==> src/design/hsv_led_color_render_assert.svh <==
// Assertion macros shared by the lamp color render RTL.
// Needs clk and rst_n in the scope of the including module.
`ifndef HSV_LED_COLOR_RENDER_ASSERT_SVH
`define HSV_LED_COLOR_RENDER_ASSERT_SVH

// Checked only outside reset.
`define HLCR_ASSERT(label, prop, msg) \
  label: assert property (@(posedge clk) disable iff (!rst_n) prop) else $error(msg);

// Checked at every edge, reset included.
`define HLCR_ASSERT_ALWAYS(label, prop, msg) \
  label: assert property (@(posedge clk) prop) else $error(msg);

`endif

==> src/design/hlcr_pkg.sv <==
// Types and constants for the lamp color render pipeline.
// No dependencies.
package hlcr_pkg;

  localparam logic [7:0]  FULL_SCALE = 8'd254;
  localparam logic [7:0]  DRIVE_MAX  = 8'd255;
  localparam logic [8:0]  HUE_TURN   = 9'd360;
  localparam logic [8:0]  SECTOR_DEG = 9'd60;

  // floor(x/360) == (x*RECIP_360) >> 26 for x < 2^17
  localparam logic [17:0] RECIP_360       = 18'd186414;
  localparam int          RECIP_360_SHIFT = 26;
  // floor(x/254) == (x*RECIP_254) >> 24 for x < 2^16
  localparam logic [16:0] RECIP_254       = 17'd66053;
  localparam int          RECIP_254_SHIFT = 24;

  localparam int IN_TDATA_W  = 40;
  localparam int OUT_TDATA_W = 32;

  typedef enum logic [2:0] {
    SEC_RED_YEL = 3'd0,
    SEC_YEL_GRN = 3'd1,
    SEC_GRN_CYN = 3'd2,
    SEC_CYN_BLU = 3'd3,
    SEC_BLU_MAG = 3'd4,
    SEC_MAG_RED = 3'd5
  } sector_t;

  typedef struct packed {
    logic       rgb_on;
    logic [8:0] hue_deg;
    logic [7:0] sat;
    logic [7:0] bright;
    logic       white_enable;
    logic [7:0] white_bright;
  } hlcr_in_t;

  typedef struct packed {
    logic       rgb_on;
    sector_t    sector;
    logic [8:0] pos;
    logic [7:0] sat;
    logic [7:0] lvl;
    logic [7:0] white;
  } hlcr_sect_t;

  typedef struct packed {
    logic       rgb_on;
    logic [7:0] red;
    logic [7:0] green;
    logic [7:0] blue;
    logic [7:0] lvl;
    logic [7:0] white;
  } hlcr_color_t;

  typedef struct packed {
    logic [7:0] white;
    logic [7:0] blue;
    logic [7:0] green;
    logic [7:0] red;
  } hlcr_out_t;

endpackage

==> src/design/hlcr_front.sv <==
// Front stages: hue wrap, level clamps, then sector and in-sector position.
// Depends on hlcr_pkg.
module hlcr_front (
  input  logic               clk,
  input  logic               rst_n,
  input  logic               up_valid,
  output logic               up_ready,
  input  hlcr_pkg::hlcr_in_t up_item,
  output logic               dn_valid,
  input  logic               dn_ready,
  output hlcr_pkg::hlcr_sect_t dn_item
);
  import hlcr_pkg::*;

  typedef struct packed {
    logic       rgb_on;
    logic [8:0] hue;
    logic [7:0] sat;
    logic [7:0] lvl;
    logic [7:0] white;
  } norm_t;

  logic       va_r, vb_r;
  logic       rdy_a, rdy_b;
  norm_t      na_r, na_nxt;
  hlcr_sect_t sb_r, sb_nxt;
  logic [8:0] base;
  logic [5:0] off;

  assign rdy_b    = !vb_r || dn_ready;
  assign rdy_a    = !va_r || rdy_b;
  assign up_ready = rdy_a;
  assign dn_valid = vb_r;
  assign dn_item  = sb_r;

  always_comb begin
    na_nxt.rgb_on = up_item.rgb_on;
    na_nxt.hue    = (up_item.hue_deg >= HUE_TURN) ? (up_item.hue_deg - HUE_TURN)
                                                  : up_item.hue_deg;
    na_nxt.sat    = (up_item.sat > FULL_SCALE) ? FULL_SCALE : up_item.sat;
    na_nxt.lvl    = (up_item.bright > FULL_SCALE) ? FULL_SCALE : up_item.bright;
    na_nxt.white  = !up_item.white_enable ? 8'd0 :
                    (up_item.white_bright > FULL_SCALE) ? FULL_SCALE
                                                        : up_item.white_bright;
  end

  always_comb begin
    sb_nxt.rgb_on = na_r.rgb_on;
    sb_nxt.sat    = na_r.sat;
    sb_nxt.lvl    = na_r.lvl;
    sb_nxt.white  = na_r.white;
    priority if (na_r.hue < SECTOR_DEG) begin
      sb_nxt.sector = SEC_RED_YEL;
      base          = 9'd0;
    end else if (na_r.hue < 9'(2 * SECTOR_DEG)) begin
      sb_nxt.sector = SEC_YEL_GRN;
      base          = SECTOR_DEG;
    end else if (na_r.hue < 9'(3 * SECTOR_DEG)) begin
      sb_nxt.sector = SEC_GRN_CYN;
      base          = 9'(2 * SECTOR_DEG);
    end else if (na_r.hue < 9'(4 * SECTOR_DEG)) begin
      sb_nxt.sector = SEC_CYN_BLU;
      base          = 9'(3 * SECTOR_DEG);
    end else if (na_r.hue < 9'(5 * SECTOR_DEG)) begin
      sb_nxt.sector = SEC_BLU_MAG;
      base          = 9'(4 * SECTOR_DEG);
    end else begin
      sb_nxt.sector = SEC_MAG_RED;
      base          = 9'(5 * SECTOR_DEG);
    end
    off        = 6'(na_r.hue - base);
    // offset times six
    sb_nxt.pos = 9'({off, 2'b00}) + 9'({off, 1'b0});
  end

  always_ff @(posedge clk) begin
    if (!rst_n) begin
      va_r <= 1'b0;
      vb_r <= 1'b0;
    end else begin
      if (rdy_a) va_r <= up_valid;
      if (rdy_b) vb_r <= va_r;
    end
  end

  always_ff @(posedge clk) begin
    if (rdy_a && up_valid) na_r <= na_nxt;
    if (rdy_b && va_r)     sb_r <= sb_nxt;
  end

endmodule

==> src/design/hlcr_chroma.sv <==
// Chroma stages: saturation products, divide by 360, sector channel select.
// Depends on hlcr_pkg.
module hlcr_chroma (
  input  logic                 clk,
  input  logic                 rst_n,
  input  logic                 up_valid,
  output logic                 up_ready,
  input  hlcr_pkg::hlcr_sect_t up_item,
  output logic                 dn_valid,
  input  logic                 dn_ready,
  output hlcr_pkg::hlcr_color_t dn_item
);
  import hlcr_pkg::*;

  typedef struct packed {
    logic        rgb_on;
    sector_t     sector;
    logic [16:0] pa;
    logic [16:0] pb;
    logic [7:0]  sat;
    logic [7:0]  lvl;
    logic [7:0]  white;
  } prod_t;

  typedef struct packed {
    logic       rgb_on;
    sector_t    sector;
    logic [7:0] ta;
    logic [7:0] tb;
    logic [7:0] sat;
    logic [7:0] lvl;
    logic [7:0] white;
  } quot_t;

  logic        vc_r, vd_r, ve_r;
  logic        rdy_c, rdy_d, rdy_e;
  prod_t       pc_r, pc_nxt;
  quot_t       qd_r, qd_nxt;
  hlcr_color_t ce_r, ce_nxt;
  logic [8:0]  rem_pos;
  logic [34:0] mul_a, mul_b;
  logic [7:0]  lo, fall, rise;

  assign rdy_e    = !ve_r || dn_ready;
  assign rdy_d    = !vd_r || rdy_e;
  assign rdy_c    = !vc_r || rdy_d;
  assign up_ready = rdy_c;
  assign dn_valid = ve_r;
  assign dn_item  = ce_r;

  always_comb begin
    rem_pos       = HUE_TURN - up_item.pos;
    pc_nxt.rgb_on = up_item.rgb_on;
    pc_nxt.sector = up_item.sector;
    pc_nxt.pa     = {9'd0, up_item.sat} * {8'd0, up_item.pos};
    pc_nxt.pb     = {9'd0, up_item.sat} * {8'd0, rem_pos};
    pc_nxt.sat    = up_item.sat;
    pc_nxt.lvl    = up_item.lvl;
    pc_nxt.white  = up_item.white;
  end

  always_comb begin
    mul_a         = {18'd0, pc_r.pa} * {17'd0, RECIP_360};
    mul_b         = {18'd0, pc_r.pb} * {17'd0, RECIP_360};
    qd_nxt.rgb_on = pc_r.rgb_on;
    qd_nxt.sector = pc_r.sector;
    qd_nxt.ta     = mul_a[RECIP_360_SHIFT +: 8];
    qd_nxt.tb     = mul_b[RECIP_360_SHIFT +: 8];
    qd_nxt.sat    = pc_r.sat;
    qd_nxt.lvl    = pc_r.lvl;
    qd_nxt.white  = pc_r.white;
  end

  // 255*(254-t)/254 is 254-t, plus one when t is zero
  always_comb begin
    lo   = FULL_SCALE - qd_r.sat;
    fall = (qd_r.ta == 8'd0) ? DRIVE_MAX : (FULL_SCALE - qd_r.ta);
    rise = (qd_r.tb == 8'd0) ? DRIVE_MAX : (FULL_SCALE - qd_r.tb);
    ce_nxt.rgb_on = qd_r.rgb_on;
    ce_nxt.lvl    = qd_r.lvl;
    ce_nxt.white  = qd_r.white;
    if (qd_r.sat == 8'd0) begin
      ce_nxt.red   = DRIVE_MAX;
      ce_nxt.green = DRIVE_MAX;
      ce_nxt.blue  = DRIVE_MAX;
    end else begin
      unique case (qd_r.sector)
        SEC_RED_YEL: begin
          ce_nxt.red = DRIVE_MAX; ce_nxt.green = rise; ce_nxt.blue = lo;
        end
        SEC_YEL_GRN: begin
          ce_nxt.red = fall; ce_nxt.green = DRIVE_MAX; ce_nxt.blue = lo;
        end
        SEC_GRN_CYN: begin
          ce_nxt.red = lo; ce_nxt.green = DRIVE_MAX; ce_nxt.blue = rise;
        end
        SEC_CYN_BLU: begin
          ce_nxt.red = lo; ce_nxt.green = fall; ce_nxt.blue = DRIVE_MAX;
        end
        SEC_BLU_MAG: begin
          ce_nxt.red = rise; ce_nxt.green = lo; ce_nxt.blue = DRIVE_MAX;
        end
        default: begin
          ce_nxt.red = DRIVE_MAX; ce_nxt.green = lo; ce_nxt.blue = fall;
        end
      endcase
    end
  end

  always_ff @(posedge clk) begin
    if (!rst_n) begin
      vc_r <= 1'b0;
      vd_r <= 1'b0;
      ve_r <= 1'b0;
    end else begin
      if (rdy_c) vc_r <= up_valid;
      if (rdy_d) vd_r <= vc_r;
      if (rdy_e) ve_r <= vd_r;
    end
  end

  always_ff @(posedge clk) begin
    if (rdy_c && up_valid) pc_r <= pc_nxt;
    if (rdy_d && vc_r)     qd_r <= qd_nxt;
    if (rdy_e && vd_r)     ce_r <= ce_nxt;
  end

endmodule

==> src/design/hlcr_scale.sv <==
// Brightness stages: channel times level, then divide by 254 into the output register.
// Depends on hlcr_pkg.
module hlcr_scale (
  input  logic                  clk,
  input  logic                  rst_n,
  input  logic                  up_valid,
  output logic                  up_ready,
  input  hlcr_pkg::hlcr_color_t up_item,
  output logic                  dn_valid,
  input  logic                  dn_ready,
  output hlcr_pkg::hlcr_out_t   dn_item
);
  import hlcr_pkg::*;

  typedef struct packed {
    logic [15:0] pr;
    logic [15:0] pg;
    logic [15:0] pb;
    logic [7:0]  white;
  } lvl_prod_t;

  logic        vf_r, vg_r;
  logic        rdy_f, rdy_g;
  lvl_prod_t   lf_r, lf_nxt;
  hlcr_out_t   og_r, og_nxt;
  logic [32:0] qr, qg, qb;

  assign rdy_g    = !vg_r || dn_ready;
  assign rdy_f    = !vf_r || rdy_g;
  assign up_ready = rdy_f;
  assign dn_valid = vg_r;
  assign dn_item  = og_r;

  // drop color when the lamp is off
  always_comb begin
    lf_nxt.pr    = up_item.rgb_on ? ({8'd0, up_item.red}   * {8'd0, up_item.lvl}) : 16'd0;
    lf_nxt.pg    = up_item.rgb_on ? ({8'd0, up_item.green} * {8'd0, up_item.lvl}) : 16'd0;
    lf_nxt.pb    = up_item.rgb_on ? ({8'd0, up_item.blue}  * {8'd0, up_item.lvl}) : 16'd0;
    lf_nxt.white = up_item.white;
  end

  always_comb begin
    qr           = {17'd0, lf_r.pr} * {16'd0, RECIP_254};
    qg           = {17'd0, lf_r.pg} * {16'd0, RECIP_254};
    qb           = {17'd0, lf_r.pb} * {16'd0, RECIP_254};
    og_nxt.red   = qr[RECIP_254_SHIFT +: 8];
    og_nxt.green = qg[RECIP_254_SHIFT +: 8];
    og_nxt.blue  = qb[RECIP_254_SHIFT +: 8];
    og_nxt.white = lf_r.white;
  end

  always_ff @(posedge clk) begin
    if (!rst_n) begin
      vf_r <= 1'b0;
      vg_r <= 1'b0;
    end else begin
      if (rdy_f) vf_r <= up_valid;
      if (rdy_g) vg_r <= vf_r;
    end
  end

  always_ff @(posedge clk) begin
    if (rdy_f && up_valid) lf_r <= lf_nxt;
    if (rdy_g && vf_r)     og_r <= og_nxt;
  end

endmodule

==> src/design/hsv_led_color_render.sv <==
// Seven register stages, each with its own valid bit, in the front, chroma and scale
// sections; out_tvalid is the valid bit of the last stage.
// Throughput: one request per cycle while the output is not stalled.
// A stalled output holds its stage; upstream stages keep filling bubbles until full.
// Reset (rst_n low, synchronous) clears all stage valid bits; payload is not reset.
// Top level of the lamp color render pipeline: front, chroma and scale sections.
// Depends on hlcr_pkg, hlcr_front, hlcr_chroma, hlcr_scale and the assertion macros.
`include "hsv_led_color_render_assert.svh"

module hsv_led_color_render (
  input  logic                                clk,
  input  logic                                rst_n,
  input  logic                                in_tvalid,
  output logic                                in_tready,
  // rgb_on[0], hue_deg[9:1], sat[17:10], bright[25:18], white_enable[26],
  // white_bright[34:27], zero pad [39:35]
  input  logic [hlcr_pkg::IN_TDATA_W-1:0]     in_tdata,
  output logic                                out_tvalid,
  input  logic                                out_tready,
  // red[7:0], green[15:8], blue[23:16], white[31:24]
  output logic [hlcr_pkg::OUT_TDATA_W-1:0]    out_tdata
);
  import hlcr_pkg::*;

  hlcr_in_t    in_item;
  hlcr_sect_t  sect_item;
  hlcr_color_t color_item;
  hlcr_out_t   out_item;
  logic        sect_valid, sect_ready;
  logic        color_valid, color_ready;

  assign in_item.rgb_on       = in_tdata[0];
  assign in_item.hue_deg      = in_tdata[9:1];
  assign in_item.sat          = in_tdata[17:10];
  assign in_item.bright       = in_tdata[25:18];
  assign in_item.white_enable = in_tdata[26];
  assign in_item.white_bright = in_tdata[34:27];

  hlcr_front u_front (
    .clk      (clk),
    .rst_n    (rst_n),
    .up_valid (in_tvalid),
    .up_ready (in_tready),
    .up_item  (in_item),
    .dn_valid (sect_valid),
    .dn_ready (sect_ready),
    .dn_item  (sect_item)
  );

  hlcr_chroma u_chroma (
    .clk      (clk),
    .rst_n    (rst_n),
    .up_valid (sect_valid),
    .up_ready (sect_ready),
    .up_item  (sect_item),
    .dn_valid (color_valid),
    .dn_ready (color_ready),
    .dn_item  (color_item)
  );

  hlcr_scale u_scale (
    .clk      (clk),
    .rst_n    (rst_n),
    .up_valid (color_valid),
    .up_ready (color_ready),
    .up_item  (color_item),
    .dn_valid (out_tvalid),
    .dn_ready (out_tready),
    .dn_item  (out_item)
  );

  assign out_tdata = out_item;

  `HLCR_ASSERT(a_white_in_range, out_tvalid |-> (out_tdata[31:24] <= FULL_SCALE), "white above full scale")
  `HLCR_ASSERT(a_empty_accepts, !out_tvalid |-> in_tready, "input stalled with empty output stage")
  `HLCR_ASSERT_ALWAYS(a_reset_clears, !rst_n |=> !out_tvalid, "output valid after reset")

endmodule

==> config.mk <==
export PLATFORM = sky130hd
export DESIGN_NAME = hsv_led_color_render
export DESIGN_NICKNAME = d
export VERILOG_FILES = /design/src/design/hlcr_pkg.sv /design/src/design/hlcr_front.sv /design/src/design/hlcr_chroma.sv /design/src/design/hlcr_scale.sv /design/src/design/hsv_led_color_render.sv
export VERILOG_INCLUDE_DIRS = /design/src /design/src/design
export SDC_FILE = /design/constraint.sdc
export NUM_CORES = 2
export LEC_CHECK = 0
export ABC_AREA = 1
export BUFFER_PORTS_ARGS = -buffer_cell sky130_fd_sc_hd__clkbuf_2
export CORE_MARGIN = 10
export CORE_UTILIZATION = 45
export DETAILED_ROUTE_END_ITERATION = 16
export PLACE_DENSITY = 0.61
export SETUP_SLACK_MARGIN = 0.1
export SYNTH_ARGS = -nofsm -noshare
export SYNTH_HDL_FRONTEND = slang
export SYNTH_SLANG_ARGS = --single-unit
==> constraint.sdc <==
create_clock -name clk -period 9.4 [get_ports clk]
set_input_delay 0.94 -clock clk [delete_from_list [all_inputs] [get_ports clk]]
set_output_delay 0.94 -clock clk [all_outputs]
set_load 0.005 [all_outputs]
# Yosys cells after proc, flatten, opt, wreduce, memory -nomap -nowiden
# Index checks and enable logic that the tools add are counted.
dict set report word_totals {
  reg_bits 313
  inputBits 44
}
dict set report classes {
  addsub 7
  mul 10
  magnitude_cmp 9
  eq_ne 4
  n_mux 14
  bitwise 1
  n_reduce_logical 28
}
# op count
set op_table {}
lappend op_table {{$pmux W24 S5} 1}
lappend op_table {{$mul A16 B17 Y32 const B} 3}
lappend op_table {{$mul A17 B17 Y33 const B} 2}
lappend op_table {{$mul A8 B8 Y16} 3}
lappend op_table {{$mul A8 B9 Y17} 2}
lappend op_table {{$gt A8 B8 Y1 const B} 3}
lappend op_table {{$logic_not A8 Y1} 3}
lappend op_table {{$mux W6} 4}
lappend op_table {{$mux W8} 3}
lappend op_table {{$sub A8 B8 Y8 const A} 3}
lappend op_table {{$lt A9 B8 Y1 const B} 2}
lappend op_table {{$add A8 B7 Y9} 1}
lappend op_table {{$ge A9 B9 Y1 const B} 1}
lappend op_table {{$lt A9 B6 Y1 const B} 1}
lappend op_table {{$lt A9 B7 Y1 const B} 1}
lappend op_table {{$lt A9 B9 Y1 const B} 1}
lappend op_table {{$mux W9} 1}
lappend op_table {{$sub A9 B9 Y9 const A} 1}
lappend op_table {{$sub A9 B9 Y9 const B} 1}
lappend op_table {{$logic_and A1 B1 Y1} 7}
lappend op_table {{$logic_not A1 Y1} 7}
lappend op_table {{$logic_or A1 B1 Y1} 7}
lappend op_table {{$eq A3 B2 Y1 const B} 2}
lappend op_table {{$sub A6 B6 Y6} 1}
lappend op_table {{other kinds (9)} 12}

# Logic depth before layout (Yosys ltp)
dict set report depth {
  word_depth 9
  mapped_depth 25
  ltp_nobuf 24
}

# Hierarchy
# A second synthesis with hierarchy kept.
dict set report unflattened {
  cells_unflattened 5264
  hier_area_um2 42162.9
}
# module instances cells_each area_per_inst_um2 seq_area_each_um2
set by_module_without_submodules {}
lappend by_module_without_submodules {hlcr_chroma 1 2531 21274.2 4444.3}
lappend by_module_without_submodules {hlcr_scale 1 2490 17824.6 2682.6}
lappend by_module_without_submodules {hlcr_front 1 243 3064.2 2142.1}

# Least setup slack after synthesis
# No wires, ideal clock.
dict set report synth_timing {
  path_type {register to register}
  startpoint {register u_chroma.pc_r[48] in the netlist's numbering}
  endpoint {register u_chroma.qd_r[38] in the netlist's numbering (data pin)}
  setup_ns 0.252
  arrival_time_ns 4.634
  slack_ns 4.513
  stages_incl_launch_ff 21
  n_path_buf 0
  period_less_slack_ns 4.887
  path_cell_list {edfxtp_1 ha_1 fa_1 inv_1 fa_1 fa_1 inv_1 fa_1 inv_1 fa_1 inv_1 ha_1 nand2_1 nor2_1 inv_1 nor2_1 nand3_1 nor2_1 nand2_1 nand3_1 nand2_1}
}
dict set report synth_between {
  elab_chain_len 1
}
# element line
set synth_rtl {}
lappend synth_rtl {{start: declaration} hlcr_chroma.sv:37} ;# prod_t pc_r, pc_nxt;
lappend synth_rtl {{start signal: assignment} hlcr_chroma.sv:123} ;# if (rdy_c && up_valid) pc_r <= pc_nxt;
lappend synth_rtl {{$mul A17 B17 Y33} hlcr_chroma.sv:63} ;# mul_a = {18'd0, pc_r.pa} * {17'd0, RECIP_360};
lappend synth_rtl {{net u_chroma.mul_a[32]} hlcr_chroma.sv:41} ;# logic [34:0] mul_a, mul_b;
lappend synth_rtl {{end signal: assignment} hlcr_chroma.sv:124} ;# if (rdy_d && vc_r) qd_r <= qd_nxt;
lappend synth_rtl {{end: declaration} hlcr_chroma.sv:38} ;# quot_t qd_r, qd_nxt;
# The timed path passes the listed nets, and every way through them passes these cells.
# A chain may end at the register's enable or synchronous reset.

# Worst setup path after layout
# Ends and elaborated chain as after synthesis.

==> metrics.yaml <==
ff2ff_path_depth: 20
diodes: 0
crit_path_end_kind: "register"
drv_cap: 0
fp.dieW_um: 320
cts_sinks: 309
yosysSeqAreaShare: 0.228
final.setup_skew_ns: 0.0345
period_minus_slack_ns: 5.35
die_area_mm2: 0.102
r2r-end: "u_chroma.qd_r[38]"
globalRoute.totalOverflow: 0
crit_path_end: "u_chroma.qd_r[38]"
finalSetupViolations: 0
grt_usage: 0.171
antenna_found_initial: 1
hold_violations: 0
drtPass1Iterations: 7
setup_tns_ns: 0
avgRoutedWirePerCell_um: 13.9
syn2layout_area_growth_pct: 7.46
hp-start: "u_front.dn_item[5]"
h-tree-depth: 2
netlist_area_mm2: 0.0404
first_global_vias: 30234
wirelength_mm: 85.2
startpoint_type: "register"
synth_top_area_frac: 0.225
ant_nets: 0
insertion_delay_ns: 0.60
worst_slew_pin_slew_ns: 1.01
clkTransAtPathRegs_ns: 0.07
postCtsSetupRepairBufs: 0
cts-root-buf: "clkbuf_16"
period_share: 0.570
r2r_setup_slack_ns: 4.05
arrival_ns: 5.70
placed_cell_area_mm2: 0.0419
port_buffers: 72
boundaryPins: 78
die_h_um: 320
drcViolationCount: 0
r2r-start: "u_chroma.pc_r[48]"
synthTopCellsByArea: "edfxtp_1, ha_1, fa_1"
whs_ns: 0.409
max_freq_ghz: 0.187
final_area_mm2: 0.0434
cp_max_fo: 5
cts_max_path_buffers: 3
num_rows: 109
cts_hold_buf: 0
crit_required_ns: 9.74
yosys_most_used_dff: "edfxtp_1"
fillers: 8615
ys_ff_latch: 309
nNetsFinal: 6093
vias: 29677
crit_start: "u_chroma.pc_r[48]"
worstSetupPathType: "register to register"
rsz0062_at_grt: "false"
cts_tree: "built"
synth_edf_count: 302
avgSynthCellArea_um2: 8.22
cts_resized: 0
status: "complete, no violations"
layout-drive-gt1-share: 0.0381
slew-limit-headroom: 0.325
yosys_warnings: 0
synth-async-reset-ratio: 0
core_mm2: 0.0886
vias_per_cell: 4.82
syn_inst: 4911
hpwl_mm: 71.8
grt_pass1_wl_mm: 146
numCtsBuffers: 40
slew_viol_final: 0
drtIter0Drc: 1304
start_util: 0.455
synth_nets: 6050
fin_cells: 6151
dp.cells: 6077
grt_max_degree: 60
yosysTopAreaCell: "edfxtp_1"
gp_congestion: 0.899
yosysUniqueCellTypes: 53
min_path_type: "register to register"
[cell usage after synthesis (3+ instances only)]
cell and n:
a21boi_0 5, a21o_1 8, a21oi_1 183, a31oi_1 3, and2_1 8, buf_4 4, clkbuf_1 64, clkbuf_2 7
dfxtp_1 7, edfxtp_1 302, fa_1 373, ha_1 722, inv_1 1230, inv_2 8, nand2_1 1187, nand2_2 3
nand2_4 4, nand3_1 177, nand3b_1 10, nand4_1 44, nor2_1 316, nor2_2 3, nor3_1 35, nor3b_1 9
o21a_1 15, o21ai_0 74, o21ai_1 3, o21bai_1 18, or2_2 5, xnor2_1 15, xor2_1 41
[worst max-delay path, stage by stage (launching register included)]
cell and delay (ns):
edfxtp_1 0.53, ha_1 0.43, fa_1 0.55, inv_1 0.05, fa_1 0.50, fa_1 0.54, inv_1 0.06, fa_1 0.54
inv_1 0.06, fa_1 0.53, inv_1 0.04, ha_1 0.33, nand2_1 0.11, nor2_1 0.18, inv_1 0.06, nor2_1 0.13
nand3_1 0.10, nor2_1 0.12, nand2_1 0.08, nand3_1 0.09, nand2_1 0.08
[sequential cells by signal (all words and copies together), names as in the netlist]
name               cells
u_chroma.qd_r         27
u_scale.vf_r           1
u_chroma.vd_r          1
u_chroma.dn_item      41
u_front.na_r          34
u_chroma.pc_r         59
u_chroma.vc_r          1
u_scale.dn_valid       1
u_front.dn_valid       1
u_scale.dn_item       32
u_front.va_r           1
u_front.dn_item       36
u_chroma.dn_valid      1
u_scale.lf_r          56
u_chroma.ce_nxt       17
[logic make-up after synthesis]
family          count (synthesis)  share of synthesized area
compound gates                319                     0.0437
simple gates                 1811                      0.183
buf+inv                      1319                      0.123
xor+xnor                       58                     0.0130
flops                         309                      0.228
fa+ha+maj                    1095                      0.409
[metal layers]
metal | vias to the layer above | GRT usage | wire length (µm)
met2 | 405 | 0.307 | 41600
met4 | 2 | 0.0360 | 1510
li1 | 15307 | - | -
met5 | - | 0 | 13
met3 | 104 | 0.0212 | 2900
met1 | 13859 | 0.217 | 39200
[worst min path at each step]
| stage | cells past startpoint | slack, ns | end |
|---|---|---|---|
| floorplan | 0 | 0.40 | u_chroma.ce_nxt[0] |
| global placement | 0 | 0.40 | u_chroma.dn_item[40] |
| detailed placement | 0 | 0.40 | u_chroma.ce_nxt[13] |
| CTS | 0 | 0.41 | u_chroma.pc_r[5] |
| global route | 0 | 0.41 | u_chroma.ce_nxt[11] |
| finish | 0 | 0.41 | u_chroma.pc_r[5] |
[cell type report]
type / count / area [µm²] / share of cell area
clock buffers: 42 / 1010 / 0.0232
clock inverters: 32 / 425 / 0.00981
inverters: 1241 / 4660 / 0.107
multi-input cells: 3283 / 26200 / 0.604
flip-flops and latches: 309 / 9210 / 0.212
well taps: 1165 / 1460 / 0.0336
repair buffers: 79 / 413 / 0.00952
[layout by cell type, fill, tap and decap left out, types with 3 or more instances in the layout]
cell type,n
a21boi_0,5
inv_6,5
fa_1,373
nand4_1,44
nor2_1,314
buf_4,7
nor3_1,35
o21bai_1,18
a31oi_1,3
a21oi_4,3
o21ai_1,3
or2_2,5
a21o_1,8
xor2_1,41
clkbuf_16,40
xnor2_1,15
inv_2,9
clkbuf_2,72
nand2_1,1187
nor3b_1,9
a21oi_1,182
dfxtp_1,7
inv_1,1228
clkinv_2,3
nand2_2,3
o21a_1,15
edfxtp_1,302
nand3_1,177
o21ai_0,74
nor2_2,3
nand3b_1,10
nand2_4,4
and2_1,8
clkinvlp_4,5
ha_1,722
clkinv_4,5
clkinv_1,5
bufinv_16,6
[per-stage QoR]
stage | util | setup slack, ns
finish | 0.489 | 4.05
global route | 0.489 | 3.77
CTS | 0.489 | 4.06
detailed placement | 0.473 | 4.04
global placement | 0.473 | 4.08
floorplan | - | 4.51
Power is left out: the tool's default activity adds up to more than one toggle a clock period on the data nets, which glitch-free logic cannot reach.
